$ cat config.mk
export PLATFORM = sky130hd
export DESIGN_NAME = fmfp_ctrl
export DESIGN_NICKNAME = d
export VERILOG_FILES = /design/src/sv/fmfp_pkg.sv /design/src/sv/fmfp_ctrl.sv
export SDC_FILE = /design/constraint.sdc
export NUM_CORES = 1
export LEC_CHECK = 0
export ABC_AREA = 1
export ABC_CLOCK_PERIOD_IN_PS = 1000
export BUFFER_PORTS_ARGS = -buffer_cell sky130_fd_sc_hd__buf_4
export CAP_MARGIN = 10
export CORE_MARGIN = 5
export CORE_UTILIZATION = 37
export DETAILED_ROUTE_END_ITERATION = 8
export PLACE_DENSITY_LB_ADDON = 0.05
export SLEW_MARGIN = 15
export SYNTH_ARGS = -nofsm -noshare
export SYNTH_HDL_FRONTEND = slang
export SYNTH_SLANG_ARGS = --single-unit
$ cat constraint.sdc
create_clock -name clock -period 1 [get_ports clock]
set_input_delay 0 -clock clock [delete_from_list [all_inputs] [get_ports clock]]
set_output_delay 0 -clock clock [all_outputs]
set_load 0.02 [all_outputs]
$ cat src/sv/fmfp_pkg.sv
// Package with shared types and constants for the frog model first-passage simulator.
package fmfp_pkg;

   localparam logic [63:0] RNG_MULT = 64'h2545F4914F6CDD1D;

   // Coordinate range that the geometry registers must stay inside.
   localparam int COORD_BITS = 16;

   localparam logic [2:0] REG_INIT_X_LOW  = 3'd0;
   localparam logic [2:0] REG_INIT_X_HIGH = 3'd1;
   localparam logic [2:0] REG_BOX_X_LOW   = 3'd2;
   localparam logic [2:0] REG_BOX_X_HIGH  = 3'd3;
   localparam logic [2:0] REG_Y_HALF      = 3'd4;
   localparam logic [2:0] REG_TARGET_X    = 3'd5;
   localparam logic [2:0] REG_STEP_LIMIT  = 3'd6;

   localparam logic [1:0] ST_REACHED  = 2'd0;
   localparam logic [1:0] ST_LIMIT    = 2'd1;
   localparam logic [1:0] ST_OVERFLOW = 2'd2;

   typedef enum logic [4:0] {
      S_IDLE,
      S_CHECK,
      S_CLEAR,
      S_START,
      S_MOVE_RD,
      S_MOVE_WAIT,
      S_MOVE_RNG,
      S_MOVE_MUL,
      S_MOVE_WR,
      S_SCAN_RD,
      S_SCAN_WAIT,
      S_SCAN_IDX,
      S_SCAN_MAP,
      S_SCAN_DEC,
      S_TICK_END,
      S_DONE
   } state_type;

   // Commands from the controller to the datapath.
   typedef struct packed {
      logic load_seed;   // load the generator and check the geometry
      logic clear_step;  // clear one visited word, advance the clear address
      logic start_run;   // place frog zero and mark the origin
      logic rd_frog;     // read frog at the frog index
      logic rng_step;    // advance the generator
      logic mul_step;    // register the scrambled draw
      logic wr_move;     // write moved frog back, advance index
      logic idx_step;    // compute the window index of the current frog
      logic map_rd;      // read the visited word
      logic scan_commit; // mark, append or advance the scan index
      logic tick_begin;  // start of a tick: reset the frog index, advance the tick count
      logic tick_scan;   // end of move pass: latch old count
      logic set_result;  // capture the result
   } cmd_type;

   typedef struct packed {
      logic geom_bad;
      logic target_zero;
      logic clear_done;
      logic move_last;
      logic scan_last;
      logic hit_target;
      logic ovf;
      logic limit_hit;
   } status_type;

endpackage

$ cat src/sv/fmfp_ctrl.sv
// Controller state machine that sequences one run of the simulator.
module fmfp_ctrl (
   input  logic                  clock,
   input  logic                  reset,
   input  logic                  req_valid,
   output logic                  req_stall,
   output logic                  rsp_valid,
   input  logic                  rsp_stall,
   input  fmfp_pkg::status_type  stat,
   output fmfp_pkg::cmd_type     cmd
);
   import fmfp_pkg::*;

   state_type state_ff, state_in;
   logic      rsp_valid_ff, rsp_valid_in;

   always_ff @(posedge clock) begin
      if (reset) begin
         state_ff     <= S_IDLE;
         rsp_valid_ff <= 1'b0;
      end else begin
         state_ff     <= state_in;
         rsp_valid_ff <= rsp_valid_in;
      end
   end

   assign rsp_valid = rsp_valid_ff;
   assign req_stall = (state_ff != S_IDLE) || rsp_valid_ff;

   always_comb begin
      rsp_valid_in = rsp_valid_ff;
      if (rsp_valid_ff && !rsp_stall) begin
         rsp_valid_in = 1'b0;
      end
      if (state_ff == S_DONE) begin
         rsp_valid_in = 1'b1;
      end
   end

   always_comb begin
      state_in = state_ff;
      case (state_ff)
         S_IDLE: begin
            if (req_valid && !rsp_valid_ff) begin
               state_in = S_CHECK;
            end
         end
         S_CHECK: begin
            if (stat.target_zero || stat.geom_bad) begin
               state_in = S_DONE;
            end else begin
               state_in = S_CLEAR;
            end
         end
         S_CLEAR: begin
            if (stat.clear_done) begin
               state_in = S_START;
            end
         end
         S_START:     state_in = S_TICK_END;
         S_MOVE_RD:   state_in = S_MOVE_WAIT;
         S_MOVE_WAIT: state_in = S_MOVE_RNG;
         S_MOVE_RNG:  state_in = S_MOVE_MUL;
         S_MOVE_MUL:  state_in = S_MOVE_WR;
         S_MOVE_WR: begin
            if (stat.move_last) begin
               state_in = S_SCAN_RD;
            end else begin
               state_in = S_MOVE_RD;
            end
         end
         S_SCAN_RD:   state_in = S_SCAN_WAIT;
         S_SCAN_WAIT: state_in = S_SCAN_IDX;
         S_SCAN_IDX:  state_in = S_SCAN_MAP;
         S_SCAN_MAP:  state_in = S_SCAN_DEC;
         S_SCAN_DEC: begin
            if (stat.hit_target) begin
               state_in = S_DONE;
            end else if (stat.scan_last) begin
               state_in = S_TICK_END;
            end else begin
               state_in = S_SCAN_RD;
            end
         end
         S_TICK_END: begin
            if (stat.ovf || stat.limit_hit) begin
               state_in = S_DONE;
            end else begin
               state_in = S_MOVE_RD;
            end
         end
         S_DONE:  state_in = S_IDLE;
         default: state_in = S_IDLE;
      endcase
   end

   always_comb begin
      cmd = '0;
      case (state_ff)
         S_IDLE:      cmd.load_seed = req_valid && !rsp_valid_ff;
         S_CLEAR:     cmd.clear_step = 1'b1;
         S_START:     cmd.start_run = 1'b1;
         S_MOVE_RD:   cmd.rd_frog = 1'b1;
         S_MOVE_RNG:  cmd.rng_step = 1'b1;
         S_MOVE_MUL:  cmd.mul_step = 1'b1;
         S_MOVE_WR: begin
            cmd.wr_move   = 1'b1;
            cmd.tick_scan = stat.move_last;
         end
         S_SCAN_RD:   cmd.rd_frog = 1'b1;
         S_SCAN_IDX:  cmd.idx_step = 1'b1;
         S_SCAN_MAP:  cmd.map_rd = 1'b1;
         S_SCAN_DEC:  cmd.scan_commit = 1'b1;
         S_TICK_END:  cmd.tick_begin = !(stat.ovf || stat.limit_hit);
         S_DONE:      cmd.set_result = 1'b1;
         default:     cmd = '0;
      endcase
   end

endmodule

Word level (Yosys, flattened, before mapping):

Cells that the tools add are included.

* output and inout bits: 15
* register bits: 6
* logic and storage cells: 55

* equality and inequality tests: 17
* multiplexer cells: 23
* reductions and logical operators: 13

Operators by type and width (count)
* 5-bit case mux with 15 select lines: 1
* 5-bit by 4-bit == test with 1-bit output (second input constant): 8
* 5-bit by 3-bit == test with 1-bit output (second input constant): 4
* 1-bit 2-to-1 mux: 15
* 4-bit 2-to-1 mux: 3
* 5-bit by 2-bit == test with 1-bit output (second input constant): 2
* 5-bit 2-to-1 mux: 2
* 3-bit 2-to-1 mux: 2
* 5-bit by 1-bit == test with 1-bit output (second input constant): 1
* 5-bit logical NOT: 1
* 5-bit nonzero test: 1
* 2-bit != test (second input constant): 2
* 1-bit logical NOT: 3
* 1-bit logical OR: 3
* 1-bit logical AND: 2
* 2-bit AND reduction: 1
* 2-bit nonzero test: 1
* 2-bit OR reduction: 1

Longest topological paths before layout:

* word-level depth: 4
* mapped depth: 9

Least setup slack after synthesis:

No wires, ideal clock.

* path kind: register to output
* start point: register state_ff[0]
* end point: output port cmd[12] (netlist bit)
* stages on the path, launching flop included: 5
* buffers on the path: 0
* slack: -246 ps
* arrival time: 1246 ps
* cells stage by stage: dfxtp_1 -> nor2_2 -> nand2_1 -> or2_1 -> nor2_1

RTL lines
* start, declared: RTL line fmfp_ctrl.sv:14 `state_type state_ff, state_in;`
* start signal, assigned: RTL line fmfp_ctrl.sv:22 `state_ff <= state_in;`
* end, declared: RTL line fmfp_ctrl.sv:10 `output fmfp_pkg::cmd_type cmd`

==> run_results.csv <==
group,metric,value,unit
synth,synth_common_cells,"25 x nand2_1, 23 x nor2_1, 16 x inv_1",
critical_path,critPathMostFrequentCell,"nor2_4",
finish,stdcell_count,168,
timing,worst_pin_slew,0.213,ns
timing,maxSlewViolCount,0,
synth,yosysMostFrequentCell,"nand2_1",
critical_path,cp.depth,5,
timing,fin_crit,1.36,ns
timing,fin_setup_tns,-4.08,ns
worst_hold_path,hp-class,"input port to register",
global_route,antenna_found_initial,0,
status,status,"finished with violations",
timing,relSlewSlack,85.8,%
die,die-area,0.00213,mm^2
die,core,0.00127,mm^2
route,wl,2280,um
cts,clk_path_buf_depth,2,
die,row_count,13,
cts,numCtsBuffers,3,
cts,path_clk_slew,0.05,ns
timing,period_share,136,%
route,ant_nets,0,
global_route,track_usage,19.0,%
synth,synthTopCellsByArea,"dfxtp_1 21%, nand2_1 19%, nor2_1 18%",
power_and_ir_drop,seqPwrFrac,16.3,%
critical_path,rr_startpoint,"state_ff[3]",
die,die_w,46.1,um
placed_design,hpwl,1370,um
synth,netlist_instances,96,
route,dr.pass1.iters,4,
finish,nNetsFinal,166,
power_and_ir_drop,p_comb_share,76.3,%
finish,area_growth,131,%
synth,synth-seq-cells,5,
power_and_ir_drop,vdd_drop_max,0.00151,V
critical_path,crit_buf_inv,1,
worst_hold_path,holdCritStartpoint,"stat[5]",
placed_design,dp.cells,154,
route,route.vias.total,837,
critical_path,critPathCaptureType,"output pin",
power_and_ir_drop,sw_frac_of_total,48.9,%
die,ios,27,
critical_path,slowest_delay,0.37,ns
timing,finalHoldViolCount,0,
synth,ys.flop_type,"dfxtp_1",
synth,synth_area_leader_cell,"dfxtp_1",
critical_path,cp_slowest_cell,"dfxtp_4",
synth,ys_warn_count,0,
critical_path,cpLargestDelayFamily,"simple AND/OR/NAND/NOR gates",
timing,fmax,735,MHz
finish,final_util,88.0,%
critical_path,cp.required,1.00,ns
route,wl_per_cell,13.6,um
critical_path,worstPathCellList,"nor2_4 -> nand2_2 -> or2_4 -> nor2_4 -> buf_6",
power_and_ir_drop,p_clk_share,7.4,%
global_route,grt_start_max_net_pins,6,
synth,ys_types,16,
cts,cts_tree,"yes",
route,drt_iter0_markers,19,
critical_path,crit_type,"register to output pin",
finish,num_antenna_cells,0,
synth,syn_area_per_cell,5.03,um^2
die,initial_core_util,38.1,%
timing,rsz0062_at_grt,"yes",
power_and_ir_drop,p_per_area,2870,mW/mm^2
critical_path,cp-start-kind,"register",
route,drc,0,
power_and_ir_drop,internal_power,1.64,mW
timing,fin_ws,-0.360,ns
die,die_h,46.1,um
synth,synth.top_cell.area_share,20.7,%
synth,synth_edf_count,0,
global_route,grt_pass1_vias,761,
critical_path,crit_path_start,"state_ff[1]",
power_and_ir_drop,power.leakage,0.637,nW
placed_design,gp_congestion,0.904,
placed_design,place_ws,-0.173,ns
global_route,overflow,0,
synth,syn_area,483,um^2
cts,htreeDepth,1,
synth,syn_nets,108,
placed_design,port_buffers,26,
finish,drive_gt1_share,60.1,%
critical_path,worstRegToRegCells,9,
power_and_ir_drop,switching_power,1.56,mW
run,max_cap_violations,0,
timing,setup_viol,19,
cts,cts_root_buffer,"clkbuf_4",
synth,synthArstFlopShare,0,%
worst_hold_path,hold_depth,5,
cts,clk_latency,0.25,ns
synth,yosysSeqAreaShare,20.7,%
timing,fin_worst_skew,0.0103,ns
global_route,grt_pass1_wl,3030,um
critical_path,crit_fanout,5,
route,viasPerCell,4.98,
critical_path,arrival,1.36,ns
cts,clock_sinks,5,
power_and_ir_drop,power,3.20,mW
status,failed_checks,"setup timing",
## cells by family after synthesis
group / share of synthesized area, %
simple gates: 52.3
flops: 20.7
buf+inv: 18.7
compound gates: 8.29
## layout by cell type (no fill, tap or decap)
| cell | n |
|---|---|
| a21oi_1 | 2 |
| buf_4 | 41 |
| buf_6 | 11 |
| clkbuf_1 | 1 |
| clkbuf_4 | 3 |
| dfxtp_1 | 1 |
| dfxtp_4 | 4 |
| dlygate4sd3_1 | 2 |
| inv_1 | 12 |
| inv_2 | 7 |
| inv_4 | 3 |
| nand2_1 | 20 |
| nand2_2 | 3 |
| nand2_4 | 3 |
| nand3_1 | 4 |
| nand3_2 | 2 |
| nor2_1 | 16 |
| nor2_2 | 3 |
| nor2_4 | 8 |
| nor3_4 | 1 |
| o211ai_1 | 1 |
| o21ai_1 | 2 |
| o22ai_2 | 2 |
| or2_4 | 1 |
## worst register-to-register path: cells and delay by family, from the launching register on
| family | cells | cell delay [ns] |
|---|---|---|
| DFF | 1 | 0.40 |
| buffers and inverters | 1 | 0.13 |
| and+or+nand+nor | 8 | 0.62 |
## power groups by stage
stage                     clock, mW  combinational [mW]  sequential (mW)
after floorplan                   0                1.08            0.438
after global placement            0                1.75            0.457
after detailed placement          0                1.76            0.463
after CTS                     0.242                2.02            0.508
after global routing          0.253                2.62            0.529
final                         0.238                2.44            0.520
## state kept, by name (all words and copies together) (netlist names)
register   cells
rsp_valid      1
state_ff       4
## metrics by stage
step                      hold slack [ns]  instance area [um^2]
after floorplan                    0.0627                   536
after global placement              0.195                   877
after detailed placement            0.196                   877
after CTS                          0.0864                  1010
after global routing                0.168                  1120
final                               0.112                  1120
## final cells by class
| cell class | count | area [um^2] |
|---|---|---|
| Inverter | 22 | 90.1 |
| Sequential cell | 5 | 115 |
| Clock buffer | 4 | 26.3 |
| Fill cell | 79 | 153 |
| Timing Repair Buffer | 54 | 452 |
| Multi-Input combinational cell | 68 | 414 |
| Tap cell | 15 | 18.8 |
## metal layers
layer	routed length (um)	track usage, %	part of all wire (%)	vias up
met5	0	0	0	-
met2	1190	36.3	52	49
li1	-	-	-	403
met1	820	21.7	36	379
met4	51	2.84	2.2	0
met3	211	3.91	9.3	6
## what timing repair did
item	in CTS	in global routing
hold buffers	2	0
endpoints found under the hold margin	5	0
endpoints found under the setup margin	19	19
setup buffers	3	5
pin swaps	8	9
resized for setup	21	19
## final timing paths
path	to	slack, ns
worst max-delay path	cmd[12]	-0.36
worst min-delay path	state_ff[0]	0.11
worst max register to register	state_ff[0]	-0.21
worst min register to register	rsp_valid	0.60
(Power assumes the default switching activity.)
